`config.mk`:
```
export PLATFORM = sky130hd
export DESIGN_NAME = deadline_timer_queue_unit
export DESIGN_NICKNAME = d
export VERILOG_FILES = /design/src/hw/rtl/dtq_pkg.sv /design/src/hw/rtl/deadline_timer_queue_unit.sv /design/src/hw/rtl/dtq_ram.sv /design/src/hw/rtl/dtq_ctrl.sv /design/src/hw/rtl/dtq_dp.sv
export SDC_FILE = /design/constraint.sdc
export NUM_CORES = 2
export LEC_CHECK = 0
export ABC_AREA = 1
export BUFFER_PORTS_ARGS = -buffer_cell sky130_fd_sc_hd__clkbuf_2
export CORE_MARGIN = 4
export CORE_UTILIZATION = 55
export CTS_BUF_LIST = sky130_fd_sc_hd__clkbuf_4 sky130_fd_sc_hd__clkbuf_8
export DETAILED_ROUTE_END_ITERATION = 8
export GPL_ROUTABILITY_DRIVEN = 0
export PLACE_DENSITY_LB_ADDON = 0.05
export SYNTH_ARGS = -nofsm -noshare
export SYNTH_HDL_FRONTEND = slang
export SYNTH_SLANG_ARGS = --single-unit
```
`constraint.sdc`:
```
create_clock -name clk -period 13.2 [get_ports clk]
set_clock_uncertainty 0.05 [all_clocks]
set_input_delay 0.66 -clock clk [delete_from_list [all_inputs] [get_ports clk]]
set_output_delay 0.66 -clock clk [all_outputs]
set_load 0.02 [all_outputs]
```
`src/hw/rtl/dtq_pkg.sv`:
```
// Shared types, codes and constants of the deadline timer queue.
package dtq_pkg;

  localparam int N_TIMERS_DEF = 16;
  localparam int TIME_W = 63;
  localparam int IV_W = 32;
  localparam int ID_W = 16;
  localparam int DLY_W = 20;
  localparam int ENT_W = TIME_W + IV_W + ID_W;
  localparam int PADDR_W = 3;
  localparam logic [PADDR_W-1:0] REG_MIN_DELAY = 3'd0;
  localparam logic [DLY_W-1:0] MIN_DELAY_RST = 20'd100;

  typedef enum logic [1:0] {
    CMD_ADD = 2'd0,
    CMD_CANCEL = 2'd1,
    CMD_TICK = 2'd2
  } cmd_t;

  typedef enum logic [1:0] {
    KIND_ADD = 2'd0,
    KIND_CANCEL = 2'd1,
    KIND_EXPIRED = 2'd2,
    KIND_DONE = 2'd3
  } kind_t;

  typedef enum logic [1:0] {
    ST_OK = 2'd0,
    ST_FULL = 2'd1,
    ST_DUP = 2'd2,
    ST_NOTFOUND = 2'd3
  } status_t;

  typedef enum logic [2:0] {
    SM_ADD,
    SM_CAN,
    SM_PEND,
    SM_SEL,
    SM_MIN
  } scan_mode_t;

  typedef enum logic [3:0] {
    S_IDLE,
    S_ADD_SCAN,
    S_ADD_RESP,
    S_CAN_SCAN,
    S_CAN_RESP,
    S_PEND_SCAN,
    S_SEL_SCAN,
    S_SEL_CHK,
    S_EMIT,
    S_MIN_SCAN,
    S_TICK_RESP
  } state_t;

  typedef struct packed {
    logic accept;
    logic scan_start;
    scan_mode_t mode;
    logic add_commit;
    logic can_commit;
    logic emit;
    logic tick_done;
  } ctl_cmd_t;

  typedef struct packed {
    logic scan_done;
    logic out_free;
    logic best_v;
  } dp_stat_t;

endpackage

```
`src/hw/rtl/deadline_timer_queue_unit.sv`:
```
// Top level of the deadline timer queue: register port, controller and datapath.
//
// The block keeps a table of up to N_TIMERS timers (id, deadline, interval).
// Input transactions carry a command: add, cancel or tick with the current time.
// An add or cancel yields one result transaction; a tick yields one transaction
// per expired timer, ordered by deadline and then id, and a final tick-done
// transaction with the next deadline and the reload delay. out_last marks the
// final result of each input. Command code 3 is taken and dropped silently.
// Every command scans the table through one read port of the table memory, one
// entry per cycle. A tick runs a pending scan, one selection scan per expiring
// timer and a last one that finds none, then a scan for the next deadline.
// The block holds one command at a time; in_ready is high only while it is idle.
// The result register lets the next command be accepted while the last result
// still waits; while out_ready is low, the block stalls before the next result.
// Synchronous reset empties the table and sets min_delay_us to 100; no
// clearing pass is needed. min_delay_us is written over the APB-style port at
// byte address 0 and should only be changed while the block is idle.
module deadline_timer_queue_unit #(
  parameter int N_TIMERS = dtq_pkg::N_TIMERS_DEF
) (
  input  logic                              clk,
  input  logic                              rst_n,
  input  logic                              in_valid,
  output logic                              in_ready,
  input  logic [1:0]                        in_command,
  input  logic [dtq_pkg::ID_W-1:0]          in_timer_id,
  input  logic [dtq_pkg::TIME_W-1:0]        in_time_us,
  input  logic [dtq_pkg::IV_W-1:0]          in_interval_us,
  output logic                              out_valid,
  input  logic                              out_ready,
  output logic [1:0]                        out_kind,
  output logic [dtq_pkg::ID_W-1:0]          out_timer_id,
  output logic [1:0]                        out_status,
  output logic                              out_earliest_changed,
  output logic                              out_next_valid,
  output logic [dtq_pkg::TIME_W-1:0]        out_next_deadline,
  output logic [dtq_pkg::TIME_W-1:0]        out_reload_delay,
  output logic                              out_last,
  input  logic                              psel,
  input  logic                              penable,
  input  logic                              pwrite,
  input  logic [dtq_pkg::PADDR_W-1:0]       paddr,
  input  logic [31:0]                       pwdata,
  output logic [31:0]                       prdata,
  output logic                              pready
);
  dtq_pkg::ctl_cmd_t cmd;
  dtq_pkg::dp_stat_t stat;
  logic [dtq_pkg::DLY_W-1:0] min_delay_r;

  // Configuration register; writes to other addresses are ignored.
  always_ff @(posedge clk) begin
    if (!rst_n) begin
      min_delay_r <= dtq_pkg::MIN_DELAY_RST;
    end else if (psel && penable && pwrite && paddr == dtq_pkg::REG_MIN_DELAY) begin
      min_delay_r <= pwdata[dtq_pkg::DLY_W-1:0];
    end
  end

  assign pready = 1'b1;
  assign prdata = (paddr == dtq_pkg::REG_MIN_DELAY) ? 32'(min_delay_r) : '0;

  dtq_ctrl u_ctrl (
    .clk(clk), .rst_n(rst_n), .in_valid(in_valid), .in_command(in_command),
    .in_ready(in_ready), .stat(stat), .cmd(cmd)
  );

  dtq_dp #(.N_TIMERS(N_TIMERS)) u_dp (
    .clk(clk), .rst_n(rst_n), .cmd(cmd), .stat(stat),
    .in_timer_id(in_timer_id), .in_time_us(in_time_us), .in_interval_us(in_interval_us),
    .min_delay(min_delay_r), .out_ready(out_ready), .out_valid(out_valid),
    .out_kind(out_kind), .out_timer_id(out_timer_id), .out_status(out_status),
    .out_earliest_changed(out_earliest_changed), .out_next_valid(out_next_valid),
    .out_next_deadline(out_next_deadline), .out_reload_delay(out_reload_delay),
    .out_last(out_last)
  );

`ifndef NO_ASSERTIONS
  // A real command keeps the block busy in the following cycle.
  a_busy_after_cmd: assert property (@(posedge clk) disable iff (!rst_n)
    (in_valid && in_ready && (in_command == dtq_pkg::CMD_ADD ||
     in_command == dtq_pkg::CMD_CANCEL || in_command == dtq_pkg::CMD_TICK)) |=> !in_ready)
    else $error("block idle right after accepting a command");

  // A scan only finishes while a command is in progress.
  a_scan_busy: assert property (@(posedge clk) disable iff (!rst_n)
    stat.scan_done |-> !in_ready)
    else $error("scan completed while idle");

  // An expiry is only emitted for a selected timer.
  a_emit_best: assert property (@(posedge clk) disable iff (!rst_n)
    cmd.emit |-> stat.best_v)
    else $error("expiry emitted without a selected timer");
`endif
endmodule

```
`src/hw/rtl/dtq_ram.sv`:
```
// Generic single-write, single-read RAM with registered read data.
module dtq_ram #(
  parameter int WIDTH = 8,
  parameter int DEPTH = 16
) (
  input  logic                                           clk,
  input  logic                                           we,
  input  logic [((DEPTH > 1) ? $clog2(DEPTH) : 1)-1:0]   waddr,
  input  logic [WIDTH-1:0]                               wdata,
  input  logic [((DEPTH > 1) ? $clog2(DEPTH) : 1)-1:0]   raddr,
  output logic [WIDTH-1:0]                               rdata
);
  logic [WIDTH-1:0] mem_r [DEPTH];
  logic [WIDTH-1:0] rdata_r;

  always_ff @(posedge clk) begin
    if (we) begin
      mem_r[waddr] <= wdata;
    end
    rdata_r <= mem_r[raddr];
  end

  assign rdata = rdata_r;
endmodule

```
`src/hw/rtl/dtq_ctrl.sv`:
```
// Controller state machine that sequences table scans and results.
module dtq_ctrl (
  input  logic               clk,
  input  logic               rst_n,
  input  logic               in_valid,
  input  logic [1:0]         in_command,
  output logic               in_ready,
  input  dtq_pkg::dp_stat_t  stat,
  output dtq_pkg::ctl_cmd_t  cmd
);
  dtq_pkg::state_t state_r, state_nxt;

  always_ff @(posedge clk) begin
    if (!rst_n) begin
      state_r <= dtq_pkg::S_IDLE;
    end else begin
      state_r <= state_nxt;
    end
  end

  always_comb begin
    state_nxt = state_r;
    case (state_r)
      dtq_pkg::S_IDLE: begin
        if (in_valid) begin
          if (in_command == dtq_pkg::CMD_ADD) state_nxt = dtq_pkg::S_ADD_SCAN;
          else if (in_command == dtq_pkg::CMD_CANCEL) state_nxt = dtq_pkg::S_CAN_SCAN;
          else if (in_command == dtq_pkg::CMD_TICK) state_nxt = dtq_pkg::S_PEND_SCAN;
        end
      end
      dtq_pkg::S_ADD_SCAN: if (stat.scan_done) state_nxt = dtq_pkg::S_ADD_RESP;
      dtq_pkg::S_ADD_RESP: if (stat.out_free) state_nxt = dtq_pkg::S_IDLE;
      dtq_pkg::S_CAN_SCAN: if (stat.scan_done) state_nxt = dtq_pkg::S_CAN_RESP;
      dtq_pkg::S_CAN_RESP: if (stat.out_free) state_nxt = dtq_pkg::S_IDLE;
      dtq_pkg::S_PEND_SCAN: if (stat.scan_done) state_nxt = dtq_pkg::S_SEL_SCAN;
      dtq_pkg::S_SEL_SCAN: if (stat.scan_done) state_nxt = dtq_pkg::S_SEL_CHK;
      dtq_pkg::S_SEL_CHK: begin
        state_nxt = stat.best_v ? dtq_pkg::S_EMIT : dtq_pkg::S_MIN_SCAN;
      end
      dtq_pkg::S_EMIT: if (stat.out_free) state_nxt = dtq_pkg::S_SEL_SCAN;
      dtq_pkg::S_MIN_SCAN: if (stat.scan_done) state_nxt = dtq_pkg::S_TICK_RESP;
      dtq_pkg::S_TICK_RESP: if (stat.out_free) state_nxt = dtq_pkg::S_IDLE;
      default: state_nxt = dtq_pkg::S_IDLE;
    endcase
  end

  always_comb begin
    cmd = '0;
    cmd.mode = dtq_pkg::SM_ADD;
    in_ready = 1'b0;
    case (state_r)
      dtq_pkg::S_IDLE: begin
        in_ready = 1'b1;
        if (in_valid) begin
          cmd.accept = 1'b1;
          if (in_command == dtq_pkg::CMD_ADD) begin
            cmd.scan_start = 1'b1;
            cmd.mode = dtq_pkg::SM_ADD;
          end else if (in_command == dtq_pkg::CMD_CANCEL) begin
            cmd.scan_start = 1'b1;
            cmd.mode = dtq_pkg::SM_CAN;
          end else if (in_command == dtq_pkg::CMD_TICK) begin
            cmd.scan_start = 1'b1;
            cmd.mode = dtq_pkg::SM_PEND;
          end
        end
      end
      dtq_pkg::S_ADD_RESP: cmd.add_commit = stat.out_free;
      dtq_pkg::S_CAN_RESP: cmd.can_commit = stat.out_free;
      dtq_pkg::S_PEND_SCAN: begin
        cmd.scan_start = stat.scan_done;
        cmd.mode = dtq_pkg::SM_SEL;
      end
      dtq_pkg::S_SEL_CHK: begin
        cmd.scan_start = !stat.best_v;
        cmd.mode = dtq_pkg::SM_MIN;
      end
      dtq_pkg::S_EMIT: begin
        cmd.emit = stat.out_free;
        cmd.scan_start = stat.out_free;
        cmd.mode = dtq_pkg::SM_SEL;
      end
      dtq_pkg::S_TICK_RESP: cmd.tick_done = stat.out_free;
      default: cmd.accept = 1'b0;
    endcase
  end
endmodule

```
`src/hw/rtl/dtq_dp.sv`:
```
// Datapath: timer table, scan counter, accumulators and result register.
module dtq_dp #(
  parameter int N_TIMERS = dtq_pkg::N_TIMERS_DEF
) (
  input  logic                         clk,
  input  logic                         rst_n,
  input  dtq_pkg::ctl_cmd_t            cmd,
  output dtq_pkg::dp_stat_t            stat,
  input  logic [dtq_pkg::ID_W-1:0]     in_timer_id,
  input  logic [dtq_pkg::TIME_W-1:0]   in_time_us,
  input  logic [dtq_pkg::IV_W-1:0]     in_interval_us,
  input  logic [dtq_pkg::DLY_W-1:0]    min_delay,
  input  logic                         out_ready,
  output logic                         out_valid,
  output logic [1:0]                   out_kind,
  output logic [dtq_pkg::ID_W-1:0]     out_timer_id,
  output logic [1:0]                   out_status,
  output logic                         out_earliest_changed,
  output logic                         out_next_valid,
  output logic [dtq_pkg::TIME_W-1:0]   out_next_deadline,
  output logic [dtq_pkg::TIME_W-1:0]   out_reload_delay,
  output logic                         out_last
);
  localparam int IDX_W = (N_TIMERS > 1) ? $clog2(N_TIMERS) : 1;
  localparam int TW = dtq_pkg::TIME_W;
  localparam int IW = dtq_pkg::IV_W;
  localparam int DW = dtq_pkg::ID_W;
  localparam logic [IDX_W-1:0] LAST_IDX = IDX_W'(N_TIMERS - 1);

  // Latched command operands.
  logic [DW-1:0] id_r;
  logic [TW-1:0] t_r;
  logic [IW-1:0] iv_r;
  dtq_pkg::scan_mode_t mode_r;

  // Scan sequencing.
  logic run_r, run_nxt;
  logic [IDX_W-1:0] cnt_r, cnt_nxt;
  logic rdv_r, rdv_nxt;
  logic [IDX_W-1:0] ridx_r, ridx_nxt;

  logic [N_TIMERS-1:0] valid_r, valid_nxt;
  logic [N_TIMERS-1:0] pend_r, pend_nxt;

  // Accumulators.
  logic found_r, found_nxt;
  logic [IDX_W-1:0] fidx_r, fidx_nxt;
  logic free_r, free_nxt;
  logic [IDX_W-1:0] free_idx_r, free_idx_nxt;
  logic early_r, early_nxt;
  logic best_v_r, best_v_nxt;
  logic [IDX_W-1:0] best_idx_r, best_idx_nxt;
  logic [TW-1:0] best_dl_r, best_dl_nxt;
  logic [DW-1:0] best_id_r, best_id_nxt;
  logic [IW-1:0] best_iv_r, best_iv_nxt;
  logic nv_r, nv_nxt;
  logic [TW-1:0] nd_r, nd_nxt;

  // Result register.
  logic out_v_r, out_v_nxt;
  logic [1:0] kind_r;
  logic [DW-1:0] oid_r;
  logic [1:0] ost_r;
  logic early_o_r, nv_o_r, last_r;
  logic [TW-1:0] nd_o_r, rd_o_r;

  // Table memory.
  logic we;
  logic [IDX_W-1:0] waddr;
  logic [dtq_pkg::ENT_W-1:0] wdata, rdata;
  logic [TW-1:0] rd_dl;
  logic [IW-1:0] rd_iv;
  logic [DW-1:0] rd_id;

  logic out_free;
  logic proc, ent_v, dl_le_t;
  logic [TW:0] rearm_sum;
  logic [TW-1:0] rearm_dl;
  logic [TW-1:0] diff, raw_dly, reload;
  logic [1:0] add_st;

  dtq_ram #(.WIDTH(dtq_pkg::ENT_W), .DEPTH(N_TIMERS)) u_tab (
    .clk(clk), .we(we), .waddr(waddr), .wdata(wdata), .raddr(cnt_r), .rdata(rdata)
  );

  assign rd_dl = rdata[dtq_pkg::ENT_W-1 -: TW];
  assign rd_iv = rdata[DW +: IW];
  assign rd_id = rdata[DW-1:0];

  assign out_free = !out_v_r || out_ready;
  assign proc = rdv_r;
  assign ent_v = valid_r[ridx_r];
  assign dl_le_t = rd_dl <= t_r;

  assign rearm_sum = {1'b0, t_r} + (TW+1)'(best_iv_r);
  assign rearm_dl = rearm_sum[TW] ? {TW{1'b1}} : rearm_sum[TW-1:0];

  assign diff = nd_r - t_r;
  assign raw_dly = (nd_r > t_r) ? diff : '0;
  assign reload = (raw_dly < TW'(min_delay)) ? TW'(min_delay) : raw_dly;

  always_comb begin
    if (found_r) add_st = dtq_pkg::ST_DUP;
    else if (!free_r) add_st = dtq_pkg::ST_FULL;
    else add_st = dtq_pkg::ST_OK;
  end

  always_comb begin
    we = 1'b0;
    waddr = free_idx_r;
    wdata = {t_r, iv_r, id_r};
    if (cmd.add_commit && add_st == dtq_pkg::ST_OK) begin
      we = 1'b1;
    end else if (cmd.emit && best_iv_r != '0) begin
      we = 1'b1;
      waddr = best_idx_r;
      wdata = {rearm_dl, best_iv_r, best_id_r};
    end
  end

  always_comb begin
    run_nxt = run_r;
    cnt_nxt = cnt_r;
    rdv_nxt = 1'b0;
    ridx_nxt = cnt_r;
    valid_nxt = valid_r;
    pend_nxt = pend_r;
    found_nxt = found_r;
    fidx_nxt = fidx_r;
    free_nxt = free_r;
    free_idx_nxt = free_idx_r;
    early_nxt = early_r;
    best_v_nxt = best_v_r;
    best_idx_nxt = best_idx_r;
    best_dl_nxt = best_dl_r;
    best_id_nxt = best_id_r;
    best_iv_nxt = best_iv_r;
    nv_nxt = nv_r;
    nd_nxt = nd_r;

    if (run_r) begin
      rdv_nxt = 1'b1;
      cnt_nxt = cnt_r + 1'b1;
      if (cnt_r == LAST_IDX) run_nxt = 1'b0;
    end

    if (proc) begin
      case (mode_r)
        dtq_pkg::SM_ADD: begin
          if (ent_v && rd_id == id_r) found_nxt = 1'b1;
          if (ent_v && dl_le_t) early_nxt = 1'b0;
          if (!ent_v && !free_r) begin
            free_nxt = 1'b1;
            free_idx_nxt = ridx_r;
          end
        end
        dtq_pkg::SM_CAN: begin
          if (ent_v && rd_id == id_r && !found_r) begin
            found_nxt = 1'b1;
            fidx_nxt = ridx_r;
          end
        end
        dtq_pkg::SM_PEND: pend_nxt[ridx_r] = ent_v && dl_le_t;
        dtq_pkg::SM_SEL: begin
          if (pend_r[ridx_r] && (!best_v_r || rd_dl < best_dl_r ||
              (rd_dl == best_dl_r && rd_id < best_id_r))) begin
            best_v_nxt = 1'b1;
            best_idx_nxt = ridx_r;
            best_dl_nxt = rd_dl;
            best_id_nxt = rd_id;
            best_iv_nxt = rd_iv;
          end
        end
        dtq_pkg::SM_MIN: begin
          if (ent_v && (!nv_r || rd_dl < nd_r)) begin
            nv_nxt = 1'b1;
            nd_nxt = rd_dl;
          end
        end
        default: nv_nxt = nv_r;
      endcase
    end

    if (cmd.add_commit && add_st == dtq_pkg::ST_OK) valid_nxt[free_idx_r] = 1'b1;
    if (cmd.can_commit && found_r) valid_nxt[fidx_r] = 1'b0;
    if (cmd.emit) begin
      pend_nxt[best_idx_r] = 1'b0;
      if (best_iv_r == '0) valid_nxt[best_idx_r] = 1'b0;
    end

    if (cmd.scan_start) begin
      run_nxt = 1'b1;
      cnt_nxt = '0;
      case (cmd.mode)
        dtq_pkg::SM_ADD, dtq_pkg::SM_CAN: begin
          found_nxt = 1'b0;
          free_nxt = 1'b0;
          early_nxt = 1'b1;
        end
        dtq_pkg::SM_SEL: best_v_nxt = 1'b0;
        dtq_pkg::SM_MIN: nv_nxt = 1'b0;
        default: pend_nxt = pend_r;
      endcase
    end
  end

  always_comb begin
    out_v_nxt = out_v_r;
    if (out_ready) out_v_nxt = 1'b0;
    if (cmd.add_commit || cmd.can_commit || cmd.emit || cmd.tick_done) out_v_nxt = 1'b1;
  end

  always_ff @(posedge clk) begin
    if (!rst_n) begin
      run_r <= 1'b0;
      rdv_r <= 1'b0;
      valid_r <= '0;
      out_v_r <= 1'b0;
      mode_r <= dtq_pkg::SM_ADD;
    end else begin
      run_r <= run_nxt;
      rdv_r <= rdv_nxt;
      valid_r <= valid_nxt;
      out_v_r <= out_v_nxt;
      if (cmd.scan_start) mode_r <= cmd.mode;
    end
  end

  always_ff @(posedge clk) begin
    cnt_r <= cnt_nxt;
    ridx_r <= ridx_nxt;
    pend_r <= pend_nxt;
    found_r <= found_nxt;
    fidx_r <= fidx_nxt;
    free_r <= free_nxt;
    free_idx_r <= free_idx_nxt;
    early_r <= early_nxt;
    best_v_r <= best_v_nxt;
    best_idx_r <= best_idx_nxt;
    best_dl_r <= best_dl_nxt;
    best_id_r <= best_id_nxt;
    best_iv_r <= best_iv_nxt;
    nv_r <= nv_nxt;
    nd_r <= nd_nxt;
    if (cmd.accept) begin
      id_r <= in_timer_id;
      t_r <= in_time_us;
      iv_r <= in_interval_us;
    end
    if (cmd.add_commit || cmd.can_commit || cmd.emit || cmd.tick_done) begin
      kind_r <= dtq_pkg::KIND_ADD;
      oid_r <= id_r;
      ost_r <= dtq_pkg::ST_OK;
      early_o_r <= 1'b0;
      nv_o_r <= 1'b0;
      nd_o_r <= '0;
      rd_o_r <= '0;
      last_r <= 1'b1;
      if (cmd.add_commit) begin
        ost_r <= add_st;
        early_o_r <= (add_st == dtq_pkg::ST_OK) && early_r;
      end else if (cmd.can_commit) begin
        kind_r <= dtq_pkg::KIND_CANCEL;
        ost_r <= found_r ? dtq_pkg::ST_OK : dtq_pkg::ST_NOTFOUND;
      end else if (cmd.emit) begin
        kind_r <= dtq_pkg::KIND_EXPIRED;
        oid_r <= best_id_r;
        last_r <= 1'b0;
      end else begin
        kind_r <= dtq_pkg::KIND_DONE;
        oid_r <= '0;
        nv_o_r <= nv_r;
        nd_o_r <= nv_r ? nd_r : '0;
        rd_o_r <= nv_r ? reload : '0;
      end
    end
  end

  assign stat.scan_done = rdv_r && (ridx_r == LAST_IDX);
  assign stat.out_free = out_free;
  assign stat.best_v = best_v_r;

  assign out_valid = out_v_r;
  assign out_kind = kind_r;
  assign out_timer_id = oid_r;
  assign out_status = ost_r;
  assign out_earliest_changed = early_o_r;
  assign out_next_valid = nv_o_r;
  assign out_next_deadline = nd_o_r;
  assign out_reload_delay = rd_o_r;
  assign out_last = last_r;
endmodule
```
---- Yosys cells after proc, flatten, opt, wreduce, memory -nomap -nowiden ----
Memory sizes are Yosys's and may differ from the RTL's. A register that Yosys moved wholly into a read port is not among the register bits.
Index checks and enable logic that the tools add are counted.
storage, ports and cells
  register bits ........................... 521
  RAM bits ................................ 1776
  logic and storage cells ................. 247
  memories ................................ 1
memories
  name              depth  width  read ports  clocked after Yosys merged registers in  write ports  RTL line       RTL
  u_dp.u_tab.mem_r  16     111    1           1                                        1            dtq_ram.sv:13  logic [WIDTH-1:0] mem_r [DEPTH];
cells by class
  $add $sub $neg .......................... 3
  magnitude comparators ................... 14
  equality and inequality tests ........... 33
  mux-type cells .......................... 101
  bitwise gates (word level) .............. 7
  reductions and logical operators ........ 53
operators by type and width
  operator              count
  $mux W111             2
  $mux W16              12
  $lt A63 B63 Y1        2
  $mux W63              2
  $add A63 B32 Y64      1
  $mux W4               16
  $eq A63 B63 Y1        1
  $gt A63 B63 Y1        1
  $le A63 B63 Y1        1
  $lt A63 B20 Y1        1
  $sub A63 B63 Y63      1
  $mux W1               52
  $and A16 B16 Y16      3
  $mux W20              2
  $pmux W4 S9           1
  $logic_not A32 Y1     1
  $not A16 Y16          2
  $reduce_bool A32 Y1   1
  $eq A4 B4 Y1 const B  5
  $lt A4 B5 Y1 const B  4
  $logic_and A1 B1 Y1   19
  $bwmux W16            1
  $demux W1 S4          4
  $eq A16 B16 Y1        1
  33 further kinds      75

---- Logic depth before layout (Yosys ltp) ----
  depth after elaboration ................. 11
  depth in mapped cells ................... 33

---- Modules after synthesis ----
Synthesis repeated with hierarchy kept, for this count alone.
second synthesis, totals
  cells, all modules ...................... 11707
  area, all modules ....................... 112760.6 µm²
modules (own cells, without submodules)
  module                     instances  cells an instance  area an instance (µm²)  sequential area each (µm²)
  dtq_ram                    1          7281               77951.0                 55553.3
  dtq_dp                     1          4149               33213.1                 14574.0
  deadline_timer_queue_unit  1          187                1127.3                  400.4
  dtq_ctrl                   1          90                 469.2                   80.1

---- Least setup slack after synthesis ----
No wires, ideal clock.
  kind .................................... flip-flop to flip-flop
  start point ............................. register u_ctrl.state_r[1]
  end point ............................... register u_dp.early_o_r, in the netlist u_dp.out_earliest_changed (enable)
  library setup time ...................... 863 ps
  arrival time ............................ 11120 ps
  data required time ...................... 12287 ps
  setup slack ............................. 1167 ps
  stages on the path, launching flop included .. 7
  cell sequence ........................... dfxtp_1 -> inv_1 -> nor2_1 -> inv_1 -> nor2_1 -> inv_1 -> o21ai_0
on the way
  cells in the longest elaborated chain, start to end .. 5
ends and longest elaborated chain
  what                                          RTL line        RTL
  start: declaration                            dtq_ctrl.sv:11  dtq_pkg::state_t state_r, state_nxt;
  start signal: assignment                      dtq_ctrl.sv:15  state_r <= dtq_pkg::S_IDLE;
  start signal: assignment                      dtq_ctrl.sv:17  state_r <= state_nxt;
  $eq A4 B2 Y1 or $eq A4 B3 Y1 (tied branches)  dtq_ctrl.sv:51  case (state_r)
  $mux W1                                       dtq_ctrl.sv:51
  $logic_or A1 B1 Y1 (2 in a row)               dtq_dp.sv:250   if (cmd.add_commit || cmd.can_commit || cmd.emit || cmd.tick_done) begin
  $logic_or A1 B1 Y1 *                          dtq_dp.sv:250
  end signal: assignment                        dtq_dp.sv:261   early_o_r <= (add_st == dtq_pkg::ST_OK) && early_r;
  end: declaration                              dtq_dp.sv:64    logic early_o_r, nv_o_r, last_r;
Every way passes the cells marked *; elsewhere a longest branch is shown, timed or not.
A chain may end at the register's enable or synchronous reset.

---- Worst setup path in the final report ----
  start point ............................. register u_ctrl.state_r[3]
  end point ............................... memory u_dp.u_tab.mem_r[1][34] in the netlist's numbering (enable)
on the way
  cells in the longest elaborated chain, start to end .. 7
ends and longest elaborated chain
  what                           RTL line        RTL
  $eq A4 B4 Y1                   dtq_ctrl.sv:51
  $mux W1                        dtq_ctrl.sv:51
  $logic_and A1 B1 Y1            dtq_dp.sv:114   end else if (cmd.emit && best_iv_r != '0) begin
  $mux W1                        dtq_dp.sv:114
  $mux W1                        dtq_dp.sv:112   if (cmd.add_commit && add_st == dtq_pkg::ST_OK) begin
  $mux W1                        dtq_ram.sv:17   if (we) begin
  $mux W1 (implied by the code)  dtq_ram.sv:18   mem_r[waddr] <= wdata;
  end: declaration               dtq_ram.sv:13
Several ways; a longest one is shown, not always the timed one.

==> qor.txt <==
GRT
-----------------------------------------------------------------------------------------
Vias in the first global route .............................................        71.0k
Aggregate global-route resource usage ......................................        31.3%
GRT Residual Overflow ......................................................            0
Largest net degree at the start of global routing ..........................          195
Wire length of the first global-routing pass ............................... 457000 microns
Antenna violations before repair ...........................................           11

FINISH
-----------------------------------------------------------------------------------------
# nets final ...............................................................        10.2k
Area used by multi-input combinational logic ............................... 0.0293 sq mm
Share of cells above drive strength 1 ......................................        11.6%
Sequential cell area ....................................................... 0.0706 sq mm
Layout overhead on the synthesized area ....................................        13.0%
Fillers ....................................................................        15.0k
Final core utilization .....................................................        62.6%
Finished Layout Cells ......................................................        12.5k

FLOORPLAN
-----------------------------------------------------------------------------------------
Height of the chip .........................................................  443 microns
Floorplan die area .........................................................  0.196 sq mm
Die outline width ..........................................................  443 microns
Number of top-level pins ...................................................          339
Total number of placement rows .............................................          159
Core region area ...........................................................  0.188 sq mm
Starting utilization of the core area ......................................        55.4%

WORST SETUP PATH
-----------------------------------------------------------------------------------------
Critical path capture point type ...........................................    flip-flop
Critical path class ........................................................      reg2reg
Worst Path Required ........................................................     13.81 ns
Highest net fanout along the worst path ....................................           46
CP top delay family ........................................................ buffers and inverters
Slowest cell on the critical path .......................................... sky130_fd_sc_hd__buf_4
Count of buffer and inverter cells on the critical path ....................           10
Maximum cell stage delay along the critical path ...........................      0.78 ns
Worst setup SP type ........................................................    flip-flop
Arr. time, crit path .......................................................      7.36 ns
Critical path, cell by cell ................................................ inv_2 -> nor2_1 -> inv_1 -> nor2_1 -> inv_1 -> nor2_1 -> inv_1 -> nor2_4 -> buf_4 -> buf_4 -> inv_4 -> o21ai_0 -> nand2_1 -> nor2_4 -> buf_4 -> buf_4 -> buf_4
CP most frequent cell ...................................................... sky130_fd_sc_hd__buf_4

TIMING
-----------------------------------------------------------------------------------------
Total count of max-transition violations in the final report ...............            0
Minimum clock period after layout ..........................................      6.76 ns
Number of hold violations in the final report ..............................            0
Unrepaired setup endpoints after global routing ............................           no
Transition time of the tightest slew-check pin .............................      1.35 ns
Highest Clock Rate .........................................................    0.148 GHz
Post-route setup TNS .......................................................         0 ns
Relative max-transition margin .............................................        9.87%
Total setup violations reported at the end of the flow .....................            0
Final worst path period share ..............................................        51.2%

ROUTE
-----------------------------------------------------------------------------------------
Remaining antenna violation count ..........................................            0
Total iterations of the first detailed-routing run .........................            9
WL final ................................................................... 314000 microns
DRC violations left ........................................................            2
Overall via count from detail_route ........................................        75.0k
Routed len/inst ............................................................ 25.1 microns
Vias per Instance ..........................................................         5.98
Count of routing violations after the opening detailed-route iteration .....         9038

CTS
-----------------------------------------------------------------------------------------
Max Buffers Root-to-Sink ...................................................            4
CTS H-tree depth ...........................................................            5
Cell chosen for the clock root ............................................. sky130_fd_sc_hd__clkbuf_8
Clock buffer count from CTS ................................................          400
Num Clock Sinks ............................................................         2408
CTS tree ...................................................................          yes
Insertion delay of the later-clocked pin in the worst-skew pair ............      1.07 ns
CTS clock-pin slew for the worst setup and hold paths ......................      0.06 ns
CTS resizes ................................................................            0

SYNTHESIS
-----------------------------------------------------------------------------------------
Area share of the leading cell type in the synthesized netlist .............        64.5%
Warnings, synthesis ........................................................            0
Sequential area share after synthesis ......................................        67.8%
Proportion of register bits with asynchronous set or reset after synthesis .           0%
Number of enable-type register cells in the synthesized netlist ............         2238
Main synth FF type ......................................................... sky130_fd_sc_hd__edfxtp_1
Total of flip-flops plus latches after synthesis ...........................         2408
Synth cell count leaders ................................................... sky130_fd_sc_hd__edfxtp_1, sky130_fd_sc_hd__nor2_1, sky130_fd_sc_hd__nand2_1
Syn Area/Cell ..............................................................   11.4 sq um
Netlist Area Pre-Place .....................................................  0.104 sq mm
Library cell with the largest summed area after synthesis .................. sky130_fd_sc_hd__edfxtp_1
Cells taking the most area after synthesis ................................. sky130_fd_sc_hd__edfxtp_1, sky130_fd_sc_hd__nor2_1, sky130_fd_sc_hd__o21ai_0, sky130_fd_sc_hd__nand2_1, sky130_fd_sc_hd__ha_1
Most numerous cell in the Yosys netlist .................................... sky130_fd_sc_hd__edfxtp_1
Distinct cell type count of the synthesized netlist ........................           62
Number of cells produced by synthesis ......................................         9153

PLACED DESIGN
-----------------------------------------------------------------------------------------
Dpl cells ..................................................................        11.7k
DP Wirelength .............................................................. 190000 microns
Buffers added on ports .....................................................          313

WORST HOLD PATH
-----------------------------------------------------------------------------------------
Classification of the worst-slack hold path ................................       in2reg

STATUS
-----------------------------------------------------------------------------------------
Failing checks ............................................................. design-rule violations
Outcome .................................................................... finished with violations

RUN
-----------------------------------------------------------------------------------------
Max capacitance violation total ............................................            0

PWR
-----------------------------------------------------------------------------------------
Cell area power density ....................................................  203 mW/mm^2
VDD IR max .................................................................     0.200 mV
Leakage power ..............................................................      43.4 nW

==> kinds of logic after synthesis <==
group | synth area share, %
AND/OR/NAND/NOR | 12.7
flip-flops | 67.8
AO/OA/AOI/OAI | 10.8
buffers and inverters | 4.27
adder cells (fa/ha/maj) | 3.86
XOR/XNOR | 0.521
other | 0.00721
==> cells in the final DEF (no fill, tap or decap), types with 248 or more instances in the layout <==
cell type                  synthesis  final
sky130_fd_sc_hd__clkbuf_8          0    446
sky130_fd_sc_hd__a21oi_1         249    248
sky130_fd_sc_hd__nand2_1        1251   1250
sky130_fd_sc_hd__o22ai_1         274    274
sky130_fd_sc_hd__nand3_1         370    370
sky130_fd_sc_hd__ha_1            318    318
sky130_fd_sc_hd__clkbuf_2          0    313
sky130_fd_sc_hd__edfxtp_1       2238   2238
sky130_fd_sc_hd__inv_1           705    701
sky130_fd_sc_hd__nor2_1         1430   1411
sky130_fd_sc_hd__o21ai_0        1054   1053
==> tightest hold or removal path, delay by kind of cell <==
kind | cells | cell delay (ns)
buffers and inverters | 2 | 0.21
and+or+nand+nor | 1 | 0.16
==> sequential cells by signal (all words and copies together) (netlist names), 16 cells and up <==
signal and cells:
u_dp.best_dl_r 63, u_dp.id_r 16, u_dp.valid_r 16, u_dp.u_tab.rdata 111
u_dp.iv_r 32, min_delay_r 20, u_dp.t_r 63, u_dp.u_tab.mem_r 1776
u_dp.best_id_r 16, u_dp.out_next_deadline 63, u_dp.nd_r 63, u_dp.pend_r 16
u_dp.out_reload_delay 63, u_dp.best_iv_r 32, u_dp.out_timer_id 16
==> worst paths after layout <==
kind / start / end / slack (ns) / cells after the start
setup / recovery: u_ctrl.state_r[3] / u_dp.u_tab.mem_r[1][34] / 6.44 / 17
hold / removal: in_valid / u_dp.id_r[13] / 0.15 / 3
setup reg to reg: u_ctrl.state_r[3] / u_dp.u_tab.mem_r[1][34] / 6.44 / 17
hold reg to reg: u_dp.u_tab.rdata[34] / u_dp.best_iv_r[18] / 0.32 / 0
==> repair_timing <==
action / in CTS / in global routing
hold buffers: 134 / 0
endpoints found under the hold margin: 133 / 0
setup buffers: 0 / 0
==> report_power, final <==
part	switching [mW]	internal, mW
clock	2.92	3.59
sequential	0.623	9.88
combinational	4.99	1.86
total	8.53	15.3
==> through the flow <==
step	area (sq um)	setup WS [ns]	hold slack (ns)	power, mW
2_1_floorplan	104000	1.17	0.279	15.0
3_3_place_gp	108000	6.44	0.336	17.2
3_5_place_dp	108000	6.44	0.339	17.4
4_1_cts	118000	6.49	0.0288	23.9
5_1_grt	118000	6.06	0.0716	25.1
6_report	118000	6.44	0.149	23.9
==> layout make-up <==
type | instances | area share (%)
multi-input combinational | 5605 | 24.9
inverter | 721 | 2.33
sequential | 2408 | 60.0
clock buffer | 590 | 6.13
timing repair buffer | 570 | 3.33
clock inverter | 131 | 0.627
tap | 2495 | 2.65
antenna | 12 | 0.0255
==> metal layers <==
| metal | track usage (%) | wire (microns) |
|---|---|---|
| met1 | 43.1 | 127000 |
| met3 | 4.95 | 27400 |
| met2 | 49.3 | 145000 |
| met5 | 0 | 28 |
| met4 | 14.3 | 15300 |
(Power assumes the default switching activity.)
